<file path="src/mkey_pkg.sv">
package mkey_pkg;

  localparam int unsigned QDEPTH = 2;
  localparam int unsigned QAW    = $clog2(QDEPTH);
  localparam int unsigned QCW    = $clog2(QDEPTH + 1);

  localparam logic [7:0] CH_DIGIT_LO = 8'h30;
  localparam logic [7:0] CH_DIGIT_HI = 8'h39;
  localparam logic [7:0] CH_ALPHA_LO = 8'h41;
  localparam logic [7:0] CH_ALPHA_HI = 8'h5a;
  localparam logic [7:0] CH_SPACE    = 8'h20;
  localparam logic [7:0] CH_DQUOTE   = 8'h22;
  localparam logic [7:0] CH_APOS     = 8'h27;
  localparam logic [7:0] CH_LPAREN   = 8'h28;
  localparam logic [7:0] CH_RPAREN   = 8'h29;
  localparam logic [7:0] CH_COMMA    = 8'h2c;
  localparam logic [7:0] CH_HYPHEN   = 8'h2d;
  localparam logic [7:0] CH_PERIOD   = 8'h2e;
  localparam logic [7:0] CH_QUEST    = 8'h3f;

  // element count and dah mask, first element sent in bit 0
  typedef struct packed {
    logic [2:0] count;
    logic [5:0] dahs;
  } code_t;

  localparam logic [8:0] DIGIT_TAB [0:9] = '{
    {3'd5, 6'd31}, {3'd5, 6'd30}, {3'd5, 6'd28}, {3'd5, 6'd24}, {3'd5, 6'd16},
    {3'd5, 6'd0},  {3'd5, 6'd1},  {3'd5, 6'd3},  {3'd5, 6'd7},  {3'd5, 6'd15}
  };

  localparam logic [8:0] ALPHA_TAB [0:25] = '{
    {3'd2, 6'd2},  {3'd4, 6'd1},  {3'd4, 6'd5},  {3'd3, 6'd1},  {3'd1, 6'd0},
    {3'd4, 6'd4},  {3'd3, 6'd3},  {3'd4, 6'd0},  {3'd2, 6'd0},  {3'd4, 6'd14},
    {3'd3, 6'd5},  {3'd4, 6'd2},  {3'd2, 6'd3},  {3'd2, 6'd1},  {3'd3, 6'd7},
    {3'd4, 6'd6},  {3'd4, 6'd11}, {3'd3, 6'd2},  {3'd3, 6'd0},  {3'd1, 6'd1},
    {3'd3, 6'd4},  {3'd4, 6'd8},  {3'd3, 6'd6},  {3'd4, 6'd9},  {3'd4, 6'd13},
    {3'd4, 6'd3}
  };

  function automatic code_t lookup_code(input logic [7:0] ch);
    logic [7:0] off_d;
    logic [7:0] off_a;
    code_t      res;
    off_d = ch - CH_DIGIT_LO;
    off_a = ch - CH_ALPHA_LO;
    res   = '0;
    if (ch >= CH_DIGIT_LO && ch <= CH_DIGIT_HI) begin
      res = code_t'(DIGIT_TAB[off_d[3:0]]);
    end else if (ch >= CH_ALPHA_LO && ch <= CH_ALPHA_HI) begin
      res = code_t'(ALPHA_TAB[off_a[4:0]]);
    end else begin
      unique case (ch)
        CH_SPACE:  res = '{count: 3'd5, dahs: 6'd17};
        CH_DQUOTE: res = '{count: 3'd6, dahs: 6'd18};
        CH_APOS:   res = '{count: 3'd6, dahs: 6'd30};
        CH_LPAREN: res = '{count: 3'd5, dahs: 6'd13};
        CH_RPAREN: res = '{count: 3'd6, dahs: 6'd45};
        CH_COMMA:  res = '{count: 3'd6, dahs: 6'd51};
        CH_HYPHEN: res = '{count: 3'd6, dahs: 6'd33};
        CH_PERIOD: res = '{count: 3'd6, dahs: 6'd42};
        CH_QUEST:  res = '{count: 3'd6, dahs: 6'd12};
        default:   res = '0;
      endcase
    end
    return res;
  endfunction

endpackage

</file>
<file path="src/morse_character_keyer.sv">
// a character taken is queued, loaded into the serializer, then its units registered out
// throughput: one dot unit per cycle unless out_tready stalls it, 3 to 26 units
// per character, set by the unit serializer; characters follow with no gap while
// the queue has entries; a code outside the table is taken and gives no beat
// reset (synchronous, active low) empties the queue and the serializer
module morse_character_keyer (
  input  logic       clk,
  input  logic       rst_n,
  input  logic       in_tvalid,
  output logic       in_tready,
  input  logic [7:0] in_tdata,   // char_code
  output logic       out_tvalid,
  input  logic       out_tready,
  output logic [7:0] out_tdata,  // key_on, zero fill
  output logic       out_tlast   // last_unit
);
  import mkey_pkg::*;

  logic  q_full;
  logic  q_push;
  logic  q_pop;
  logic  q_valid;
  code_t q_wdata;
  code_t q_rdata;

  mkey_front u_front (
    .in_tvalid (in_tvalid),
    .in_tready (in_tready),
    .in_tdata  (in_tdata),
    .q_full    (q_full),
    .q_push    (q_push),
    .q_wdata   (q_wdata)
  );

  mkey_fifo u_fifo (
    .clk    (clk),
    .rst_n  (rst_n),
    .push   (q_push),
    .wdata  (q_wdata),
    .full   (q_full),
    .pop    (q_pop),
    .rvalid (q_valid),
    .rdata  (q_rdata)
  );

  mkey_back u_back (
    .clk        (clk),
    .rst_n      (rst_n),
    .q_valid    (q_valid),
    .q_rdata    (q_rdata),
    .q_pop      (q_pop),
    .out_tvalid (out_tvalid),
    .out_tready (out_tready),
    .out_tdata  (out_tdata),
    .out_tlast  (out_tlast)
  );

  a_pop_nonempty: assert property (@(posedge clk) disable iff (!rst_n)
    q_pop |-> q_valid)
    else $error("queue popped while empty");

  a_push_known: assert property (@(posedge clk) disable iff (!rst_n)
    q_push |-> (q_wdata.count != 3'd0) && !q_full)
    else $error("queue took an empty code or overflowed");

  a_last_off: assert property (@(posedge clk) disable iff (!rst_n)
    out_tvalid && out_tlast |-> out_tdata[0] == 1'b0)
    else $error("final unit of a character keyed on");

  a_pad_zero: assert property (@(posedge clk) disable iff (!rst_n)
    out_tvalid |-> out_tdata[7:1] == 7'd0)
    else $error("nonzero fill bits in output beat");

endmodule

</file>
<file path="src/mkey_front.sv">
module mkey_front (
  input  logic                 in_tvalid,
  output logic                 in_tready,
  input  logic [7:0]           in_tdata,   // char_code
  input  logic                 q_full,
  output logic                 q_push,
  output mkey_pkg::code_t      q_wdata
);
  import mkey_pkg::*;

  code_t code;

  always_comb begin
    code      = lookup_code(in_tdata);
    in_tready = !q_full;
    q_wdata   = code;
    // unknown codes are taken and dropped
    q_push    = in_tvalid && !q_full && (code.count != 3'd0);
  end

endmodule

</file>
<file path="src/mkey_fifo.sv">
module mkey_fifo (
  input  logic             clk,
  input  logic             rst_n,
  input  logic             push,
  input  mkey_pkg::code_t  wdata,
  output logic             full,
  input  logic             pop,
  output logic             rvalid,
  output mkey_pkg::code_t  rdata
);
  import mkey_pkg::*;

  code_t            mem_r [QDEPTH];
  logic [QAW-1:0]   wr_ptr_r;
  logic [QAW-1:0]   rd_ptr_r;
  logic [QCW-1:0]   cnt_r;
  logic [QCW-1:0]   cnt_nxt;

  assign full   = (cnt_r == QCW'(QDEPTH));
  assign rvalid = (cnt_r != '0);
  assign rdata  = mem_r[rd_ptr_r];

  always_comb begin
    cnt_nxt = cnt_r;
    if (push && !pop) begin
      cnt_nxt = cnt_r + 1'b1;
    end else if (pop && !push) begin
      cnt_nxt = cnt_r - 1'b1;
    end
  end

  always_ff @(posedge clk) begin
    if (!rst_n) begin
      wr_ptr_r <= '0;
      rd_ptr_r <= '0;
      cnt_r    <= '0;
    end else begin
      cnt_r <= cnt_nxt;
      if (push) begin
        wr_ptr_r <= (wr_ptr_r == QAW'(QDEPTH - 1)) ? '0 : wr_ptr_r + 1'b1;
      end
      if (pop) begin
        rd_ptr_r <= (rd_ptr_r == QAW'(QDEPTH - 1)) ? '0 : rd_ptr_r + 1'b1;
      end
    end
  end

  always_ff @(posedge clk) begin
    if (push) begin
      mem_r[wr_ptr_r] <= wdata;
    end
  end

endmodule

</file>
<file path="src/mkey_back.sv">
module mkey_back (
  input  logic             clk,
  input  logic             rst_n,
  input  logic             q_valid,
  input  mkey_pkg::code_t  q_rdata,
  output logic             q_pop,
  output logic             out_tvalid,
  input  logic             out_tready,
  output logic [7:0]       out_tdata,  // key_on, zero fill
  output logic             out_tlast   // last_unit
);
  import mkey_pkg::*;

  logic       active_r, active_nxt;
  logic [5:0] dahs_r,   dahs_nxt;
  logic [2:0] left_r,   left_nxt;
  logic [2:0] unit_r,   unit_nxt;
  logic       ov_r,     ov_nxt;
  logic       key_r,    key_nxt;
  logic       last_r,   last_nxt;
  logic       adv;
  logic [2:0] unit_end;
  logic       elem_end;
  logic       char_end;

  always_comb begin
    adv      = active_r && (!ov_r || out_tready);
    unit_end = dahs_r[0] ? 3'd4 : 3'd2;
    elem_end = (unit_r == unit_end);
    char_end = elem_end && (left_r == 3'd1);
    q_pop    = q_valid && (!active_r || (adv && char_end));

    active_nxt = active_r;
    dahs_nxt   = dahs_r;
    left_nxt   = left_r;
    unit_nxt   = unit_r;
    ov_nxt     = ov_r && !out_tready;
    key_nxt    = key_r;
    last_nxt   = last_r;

    if (adv) begin
      ov_nxt   = 1'b1;
      key_nxt  = (unit_r != 3'd0) && !elem_end;
      last_nxt = char_end;
      if (elem_end) begin
        unit_nxt = '0;
        dahs_nxt = dahs_r >> 1;
        left_nxt = left_r - 1'b1;
        if (char_end) begin
          active_nxt = 1'b0;
        end
      end else begin
        unit_nxt = unit_r + 1'b1;
      end
    end

    if (q_pop) begin
      active_nxt = 1'b1;
      dahs_nxt   = q_rdata.dahs;
      left_nxt   = q_rdata.count;
      unit_nxt   = '0;
    end
  end

  always_ff @(posedge clk) begin
    if (!rst_n) begin
      active_r <= 1'b0;
      ov_r     <= 1'b0;
    end else begin
      active_r <= active_nxt;
      ov_r     <= ov_nxt;
    end
    dahs_r <= dahs_nxt;
    left_r <= left_nxt;
    unit_r <= unit_nxt;
    key_r  <= key_nxt;
    last_r <= last_nxt;
  end

  assign out_tvalid = ov_r;
  assign out_tdata  = {7'd0, key_r};
  assign out_tlast  = last_r;

endmodule
</file>
<file path="config.mk">
export PLATFORM = sky130hd
export DESIGN_NAME = morse_character_keyer
export DESIGN_NICKNAME = d
export VERILOG_FILES = /design/src/mkey_pkg.sv /design/src/morse_character_keyer.sv /design/src/mkey_front.sv /design/src/mkey_fifo.sv /design/src/mkey_back.sv
export SDC_FILE = /design/constraint.sdc
export NUM_CORES = 1
export LEC_CHECK = 0
export BUFFER_PORTS_ARGS = -buffer_cell sky130_fd_sc_hd__clkbuf_2
export CORE_MARGIN = 5
export CORE_UTILIZATION = 50
export DETAILED_ROUTE_END_ITERATION = 8
export GPL_TIMING_DRIVEN = 0
export PLACE_DENSITY = 0.68
export SLEW_MARGIN = 25
export SYNTH_ARGS = -nofsm -noshare
export SYNTH_HDL_FRONTEND = slang
export SYNTH_HIERARCHICAL = 1
export SYNTH_SLANG_ARGS = --single-unit
</file>
<file path="constraint.sdc">
create_clock -name clk -period 4.1 [get_ports clk]
set_input_delay 0.82 -clock clk [delete_from_list [all_inputs] [get_ports clk]]
set_output_delay 0.82 -clock clk [all_outputs]
set_load 0.01 [all_outputs]
</file>
After elaboration in Yosys (flattened, before gate mapping)
Memories as Yosys holds them, arrays and structs flattened. A register that Yosys moved wholly into a read port is not among the register bits.
Cells that the tools add are included.

operators by class
  multiplexer cells = 28
  eq/ne operators = 12
  add/subtract/negate cells = 8
  multiply operators = 0
  bitwise logic cells = 2
  div/mod/pow operators = 0
  magnitude comparators = 6
  reductions and logical operators = 30
  shift-type cells = 0

operator list
  operator                                                            count
  case mux 9 bit (9 select lines)                                     1
  == test 8 x 6 -> 1 bit (second input constant)                      9
  two-way mux 9 bit                                                   6
  two-way mux 6 bit                                                   3
  two-way mux 3 bit                                                   5
  logical AND 1 bit                                                   12
  two-way mux 1 bit                                                   11
  nonzero test 2 bit                                                  5
  greater-or-equal comparator 8 x 6 -> 1 bit (second input constant)  1
  greater-or-equal comparator 8 x 7 -> 1 bit (second input constant)  1
  less-or-equal comparator 8 x 6 -> 1 bit (second input constant)     1
  less-or-equal comparator 8 x 7 -> 1 bit (second input constant)     1
  zero test 1 bit                                                     7
  greater-or-equal comparator 6 bit (second input constant)           1
  NOT 5 -> 6 bit                                                      1
  nonzero test 3 bit                                                  2
  greater-or-equal comparator 5 bit (second input constant)           1
  NOT 4 -> 5 bit                                                      1
  subtractor 5 x 1 -> 5 bit (second input constant)                   1
  two-way mux 2 bit                                                   2
  subtractor 4 x 1 -> 4 bit (second input constant)                   1
  adder 3 x 1 -> 3 bit (second input constant)                        1
  == test 3 x 1 -> 1 bit (second input constant)                      1
  == test 3 bit                                                       1
  8 further kinds                                                     10

storage, ports and cells
  bits in latches = 0
  RAM bits = 18
  bits in read-only memories = 432
  memories = 3
  register bits after elaboration = 20

memories
  memory           depth  bits a word  read ports  clocked after memory_dff  write ports  line             source
  (no name shown)  32     9            1           0                         0            mkey_pkg.sv:51   res = code_t'(ALPHA_TAB[off_a[4:0]]);
  (no name shown)  16     9            1           0                         0            mkey_pkg.sv:49   res = code_t'(DIGIT_TAB[off_d[3:0]]);
  u_fifo.mem_r     2      9            1           1                         1            mkey_fifo.sv:13  code_t mem_r [QDEPTH];

Longest topological paths before layout
Gate-level depths: netlist (run 1).

  word-level depth = 13
  depth in mapped cells = 15
  depth with buffers taken out = 12

By module
Netlist (run 1), hierarchy kept.

modules (own cells, without submodules)
  module      times used  area an instance (um2)  cells each
  mkey_front  1           1268.7                  198
  mkey_fifo   1           868.3                   50
  mkey_back   1           865.8                   73

Least setup slack after synthesis (run 1)
Ideal clock, no wire load.

  path kind = input-to-reg
  start = input port in_tdata[1]
  end = memory u_fifo/mem_r[0][0] in the netlist's numbering, enable pin
  setup slack = 0.665 ns
  arrival = 3.058 ns
  stages on the path = 12
  setup time = 0.377 ns
  buffers on the path = 3
  cells stage by stage = buf_2 > inv_1 > ha_1 > buf_6 > buf_6 > nor2_1 > a2bb2oi_1 > nor2_1 > a2111oi_2 > o21ai_1 > a41oi_2 > nor2b_1

between the ends
  cells in the longest elaborated chain, start to end = 11
  elaborated cells between the ends (all ways) = 32
  classes of those cells = 2 x add/sub; 4 x order compare; 9 x eq/ne; 9 x mux; 2 x bitwise; 4 x reduce/logical; 2 x memory

RTL lines
  what                                                   line                         source
  from (decl)                                            morse_character_keyer.sv:11  input logic [7:0] in_tdata,
  subtractor 5 x 1 -> 5 bit                              mkey_pkg.sv:46               off_a = ch - CH_ALPHA_LO;
  NOT 5 -> 6 bit (not written as such)                   mkey_pkg.sv:51
  memory (32 x 9 bit)                                    --
  two-way mux 9 bit (not written as such) (2 in series)  mkey_pkg.sv:51
  two-way mux 9 bit                                      mkey_pkg.sv:50               end else if (ch >= CH_ALPHA_LO && ch <= CH_ALPHA_HI) begin
  two-way mux 9 bit (*)                                  mkey_pkg.sv:48               if (ch >= CH_DIGIT_LO && ch <= CH_DIGIT_HI) begin
  nonzero test 3 bit (*)                                 mkey_front.sv:18             q_push = in_tvalid && !q_full && (code.count != 3'd0);
  logical AND 1 bit (*)                                  mkey_front.sv:18
  net q_push                                             morse_character_keyer.sv:20  logic q_push;
  two-way mux 1 bit (*)                                  mkey_fifo.sv:49              if (push) begin
  two-way mux 1 bit (not written as such) (*)            mkey_fifo.sv:50              mem_r[wr_ptr_r] <= wdata;
  to (decl)                                              mkey_fifo.sv:13

The timed path passes the listed nets; every way through them passes the cells marked *. The select of a mux whose other input is x is not followed.

Worst setup path after layout (run 1)
  start = input port in_tdata[1]
  end = memory u_fifo/mem_r[0][8] in the netlist's numbering, enable pin

Same word-level chain as after synthesis.

==> qor.txt, run 1 <==
run status - complete, no violations
chip width - 87.5 um
post-synth top area cell - edfxtp_1
worst-margin pin slew - 0.831 ns
RSZ-0062 raised after global routing - false
GRT Util Overall - 19.5%
Layout Nets - 373
DR pass1 iterations - 4
GR Util met1 - 26.7%
CTS Buffer Depth - 2
DP Wirelength - 5280 um
htree depth - 2
first-pass GRT wire length - 11800 um
Final period util - 92.1%
Yosys warning count - 6
setup bufs post-CTS - 0
GRT met3 Usage - 3.69%
Unique masters post-synth - 66
EDFF count, synth - 29
GRT Max-Usage Layer - met2
Setup Viol. Count Final - 0
WP data required - 4.03 ns
Crit. End Element - flip-flop
min-delay worst type - reg2reg
Placement Rows - 28
min Tclk post-route - 3.77 ns
DR iter-0 viols - 186
Async SR Flop Fraction - 0%
largest net degree at the start of global routing - 13
Initial Util - 51.0%
Final Hold Viols - 0
CTS tree - yes
chip height - 87.5 um
vias - 2523
share of cells above drive strength 1 - 22.6%
sequential-to-total area share from yosys stat - 35.7%
CTS Buf Count - 5
grt total ovfl - 0
Area contributors post-synth - edfxtp_1, dfxtp_1, mux2_2
Worst slew margin - 44.2%
DRT antenna net count - 0
Yosys reg bits - 39
Routed WL per cell - 16.9 um
clock sinks - 39
worst vdd ir - 0.331 mV
max-cap violations - 0
R2R Path End - u_fifo/cnt_r[1]
DRC - 0
Via density - 5.95
R2R cell count - 7
port bufs - 14
WL final - 7150 um
area delta synth->final - 9.12%
fin. max-slew vios - 0
final core utilization - 55.7%
ant diodes - 0
Netlist Area Pre-Place - 3000 um^2
Clock transition at path regs - 0.07 ns
worst setup path end - u_fifo/mem_r[0][8]
power per cell area - 427 nW/um^2
vias in the first global route - 2431
CP Class - in2reg
top cell type's share of synthesized area - 29.0%
LEAKAGE - 1.27 nW
Clk Latency, worst-skew pair - 0.29 ns
CP startpoint kind - primary input
GP Congestion - 0.957
die area - 7660 um^2
CP startpoint - in_tdata[1]
clock skew - 0.00351 ns
worst reg2reg startpoint - u_back/dahs_r[0]
Core Footprint - 5890 um^2
Root Buffer - clkbuf_8
synthesized area per cell - 9.35 um^2
flop2flop setup slack - 1.66 ns
CP arrival - 3.70 ns
met2 GRT Util - 30.2%
Post-CTS Hold Buffers - 0
antenna violations before repair - 0
Syn Inst Count - 321
Pwr Total - 1.40 mW
FMAX - 265 MHz
Top FF cell, synth - edfxtp_1
Resized cells post-CTS - 0
IO Pins - 23
CP max FO - 11
cell usage after synthesis, drive strengths merged (4+ instances only):
library cell	instances
ha	13
buf	25
o31ai	4
o211ai	4
mux2	16
mux2i	5
nor2	24
a21oi	18
xnor2	5
nand2b	4
nand2	24
edfxtp	29
nor3b	4
o21ai	28
a211oi	4
inv	16
nor3	10
or2	4
nand3	4
nor2b	12
dfxtp	10
and2	7
per-layer routing:
metal	up-vias	part of all wire [%]
li1	1202	-
met1	1170	43
met2	127	45
met3	24	9.1
met4	0	2.8
met5	-	0
final cells by class:
type                            count  area (um^2)
Sequential cell                    39         1070
Multi-Input combinational cell    244         1700
Fill cell                         529         2610
Clock buffer                        6         72.6
Timing Repair Buffer               14         70.1
Clock inverter                      2         12.5
Tap cell                           75         93.8
Inverter                           16         60.1
Buffer                             28          194
placed cells by master (no fill, tap or decap), types with 4 or more instances in the layout:
cell	netlist	routed
buf_2	8	8
ha_1	13	13
buf_6	5	5
a21oi_1	18	18
buf_4	11	11
clkbuf_1	3	4
nor2_1	22	22
inv_1	16	16
nor3_1	8	8
nand3_1	4	4
mux2i_1	5	5
conb_1	1	7
nand2_1	24	24
dfxtp_1	10	10
xnor2_1	4	4
o21ai_0	23	22
o21ai_1	5	6
mux2_2	16	16
nand2b_1	4	4
o211ai_1	4	4
and2_1	7	7
edfxtp_1	29	29
nor2b_1	12	11
clkbuf_2	0	14
clkbuf_8	0	5
cells by family (layout without fill, tap and decap cells):
kind of cell               Yosys count  in the layout  synth area share [%]
DFF                                 39             39                  35.7
and+or+nand+nor                    107            107                  19.8
adders and majority gates           13             13                  5.42
muxes                               22             22                  8.42
buffers and inverters               44             66                  8.46
AOI/OAI and AO/OA                   87             87                  19.6
xor gates and xnor gates             8              8                  2.58
other                                1              7                 0.125
where the power goes:
| part | total (mW) | internal [mW] | leakage (nW) | switching [mW] |
|---|---|---|---|---|
| Sequential | 0.608 | 0.555 | 0.353 | 0.0535 |
| Clock | 0.254 | 0.119 | 0.0412 | 0.135 |
| Combinational | 0.539 | 0.252 | 0.877 | 0.287 |
| Total | 1.40 | 0.925 | 1.27 | 0.475 |
how the worst min path moves through the flow:
stage | start | to | slack (ns) | cells after the start
after CTS | u_fifo/cnt_r[1] | u_fifo/cnt_r[1] | 0.50 | 2
final | u_fifo/cnt_r[1] | u_fifo/cnt_r[1] | 0.50 | 2
after global routing | u_fifo/cnt_r[1] | u_fifo/cnt_r[1] | 0.53 | 2
after floorplan | u_fifo/cnt_r[1] | u_fifo/cnt_r[1] | 0.46 | 2
after detailed placement | u_fifo/cnt_r[1] | u_fifo/cnt_r[1] | 0.49 | 2
after global placement | u_fifo/cnt_r[1] | u_fifo/cnt_r[1] | 0.48 | 2
state kept, by name, indices dropped and copies added, names as in the netlist, named ones only:
| register | count |
|---|---|
| u_back/unit_r | 3 |
| u_fifo/mem_r | 18 |
| u_back/active_r | 1 |
| u_back/out_tvalid | 1 |
| u_fifo/rd_ptr_r | 1 |
| u_back/out_tlast | 1 |
| u_back/dahs_r | 6 |
| u_back/left_r | 3 |
| u_fifo/wr_ptr_r | 1 |
| u_back/key_r | 1 |
| u_fifo/cnt_r | 2 |
worst max-delay path, stage by stage:
cell	delay [ns]
clkbuf_2	0.22
buf_2	0.29
inv_1	0.18
ha_1	0.25
buf_6	0.16
buf_6	0.14
nor2_1	0.10
a2bb2oi_1	0.17
nor2_1	0.07
a2111oi_2	0.32
o21ai_1	0.18
a41oi_2	0.27
nor2b_2	0.53
stage by stage:
stage | instances | setup WS (ns) | TNS, ns | cell area (um^2) | hold WS, ns
final | 424 | 0.325 | 0 | 3280 | 0.497
after global routing | 424 | 0.113 | 0 | 3280 | 0.531
after floorplan | 327 | 0.665 | 0 | 3030 | 0.461
after global placement | 416 | -0.133 | -1.22 | 3190 | 0.479
after CTS | 424 | 0.0987 | 0 | 3270 | 0.497
after detailed placement | 416 | -0.209 | -1.99 | 3190 | 0.486
(Power assumes the default switching activity.)
==> run 2, diff against run 1 <==
REMOVE_ABC_BUFFERS = 1   (was not set)
==> run 2 against run 1 <==
  * Die area did not move
  * Setup slack improved by 0.031 ns
  * Global-route usage fell by 2.7 points
  * Critical path depth fell by 2
  * Sequential power rose by 3%
  * Clock power fell by 4%
  * Non-clock buffer count fell by 27
  * Count of clock-buffer cells in the layout rose by 2
  * First-iteration DRC count rose by 23%
  * Clock skew rose by 0.0045 ns
  * Sequential share of layout area rose by 1.9 points
  * Critical path type unchanged
  * Critical endpoint is now u_fifo/cnt_r[1]
  * Largest cell class unchanged
  * Highest routed layer unchanged
==> qor.txt, run 2 (same netlist as run 1, synthesis figures left out) <==
most flop-heavy register - u_fifo/mem_r
WL final - 6350 um (-11%)
multi-input logic area - 1720 um^2 (+0.74%)
IO Pins - 23 (unchanged)
ant diodes - 0 (unchanged)
Flop pwr share - 45.9% (+2.5 points)
post-route cell area - 3100 um^2 (-5.5%)
GRT Util Overall - 16.9% (-2.7 points)
largest net degree at the start of global routing - 39 (+26)
commonest non-fill, non-tap cells in the layout - edfxtp_1, nand2_1, nor2_1, o21ai_0, a21oi_1
CP startpoint kind - primary input
Layout Nets - 346 (-7.2%)
DR iter-0 viols - 229 (+23%)
share of cells above drive strength 1 - 17.1% (-5.6 points)
antenna violations before repair - 0 (unchanged)
Final Hold Viols - 0 (unchanged)
htree depth - 2 (unchanged)
RSZ-0062 raised after global routing - false
switch share - 33.3% (-0.62 points)
max reg flops - 18 (unchanged)
Root Buffer - clkbuf_8
top flop regs - u_fifo/mem_r: 18 flops, u_back/dahs_r: 6 flops
Post-CTS Hold Buffers - 0 (unchanged)
GP Congestion - 0.906 (-5.3%)
CTS Buffer Depth - 2 (unchanged)
grt total ovfl - 0 (unchanged)
Worst Hold Slack - 0.504 ns (+0.00759 ns)
most common cell after layout, fill and taps aside - edfxtp_1
DRT antenna net count - 0 (unchanged)
DP Area - 3000 um^2 (-5.9%)
port bufs - 15 (+1)
Gate power share - 36.1% (-2.4 points)
worst-margin pin slew - 0.893 ns (+0.0622 ns)
clock group share of total power - 18.0% (about the same)
worst vdd ir - 0.292 mV (-12%)
CP max FO - 29 (+18)
Placement Rows - 28 (unchanged)
CP Class - in2reg
chip height - 87.5 um (unchanged)
clock sinks - 39 (unchanged)
max-cap violations - 0 (unchanged)
fin. max-slew vios - 0 (unchanged)
Resized cells post-CTS - 1 (+1)
P_sw - 0.454 mW (-4.5%)
area delta synth->final - 3.08%
clock skew - 0.00800 ns (+0.00450 ns)
die area - 7660 um^2 (unchanged)
Via density - 5.96 (+0.16%)
flop2flop setup slack - 1.63 ns (-0.03 ns)
first-pass GRT wire length - 10400 um (-12%)
setup bufs post-CTS - 0 (unchanged)
WP data required - 4.32 ns (+0.29 ns)
vias in the first global route - 2089 (-14%)
# fillers - 552 (+4.3%)
Core Footprint - 5890 um^2 (unchanged)
final core utilization - 52.6% (-3.1 points)
Clk Latency, worst-skew pair - 0.29 ns (about the same)
DRC - 0 (unchanged)
DR pass1 iterations - 4 (unchanged)
chip width - 87.5 um (unchanged)
Initial Util - 51.0% (unchanged)
Clock transition at path regs - 0.06 ns (about the same)
Crit. End Element - flip-flop
vias - 2366 (-6.2%)
CP arrival - 3.96 ns (+0.26 ns)
Placed Instances - 389 (-6.5%)
internal power - 0.909 mW (-1.8%)
CTS Buf Count - 5 (unchanged)
Worst slew margin - 40.0% (-4.2 points)
LEAKAGE - 1.15 nW (-9.7%)
Routed WL per cell - 16.0 um (-5.0%)
min Tclk post-route - 3.74 ns (-0.0305 ns)
Post-Layout Cell Count - 397 (-6.4%)
min-delay worst type - reg2reg
FMAX - 267 MHz (+0.81%)
DP Wirelength - 4370 um (-17%)
power per cell area - 440 nW/um^2 (+3.0%)
Final period util - 91.3% (-0.74 points)
CTS tree - yes
Setup Viol. Count Final - 0 (unchanged)
register area - 1070 um^2 (unchanged)
run status - complete, no violations
[run 2: worst paths after layout]
check / startpoint / endpoint / cells after the start
max: in_tdata[0] / u_fifo/cnt_r[1] / 11
min: u_fifo/cnt_r[1] / u_fifo/cnt_r[1] / 2
max reg2reg: u_back/dahs_r[0] / u_fifo/cnt_r[1] / 7
min reg2reg: u_fifo/cnt_r[1] / u_fifo/cnt_r[1] / 2
[run 2: power by group through the flow]
stage | registers [mW] | logic, mW | clock network (mW)
2_1_floorplan | 0.617 | 0.371 | 0
3_3_place_gp | 0.629 | 0.476 | 0
3_5_place_dp | 0.635 | 0.491 | 0
4_1_cts | 0.626 | 0.494 | 0.251
5_1_grt | 0.637 | 0.543 | 0.271
6_report | 0.625 | 0.492 | 0.245
[run 2: area by class of cell]
type / count / area share, %
clock buffers: 8 / 2.59
inverters: 16 / 1.94
multi-input cells: 244 / 55.4
flip-flops and latches: 39 / 34.6
well taps: 75 / 3.03
repair buffers: 15 / 2.43
[run 2: metrics by stage]
step                      setup slack [ns]  total power [mW]  TNS (ns)
after detailed placement            -0.606              1.13     -8.92
after global placement              -0.642              1.10     -9.39
after global routing                 0.114              1.45         0
after CTS                           0.0311              1.37         0
final                                0.356              1.36         0
after floorplan                      0.596             0.988         0
[run 2: layer usage]
metal,track usage (%),vias up,part of all wire (%)
met2,25.8,82,46
li1,-,1147,-
met5,0,-,0
met3,1.42,7,5.4
met1,25.2,1130,48
met4,4.74,0,1.1
[run 2: critical path, stage by stage]
cell and delay [ns]:
clkbuf_2 0.41, inv_1 0.27, ha_4 0.33, nor3b_2 0.20, xnor2_1 0.45, nor3_2 0.11, o21ai_1 0.28, a41oi_2 0.20
ha_1 0.37, or3_1 0.37, a21boi_1 0.13
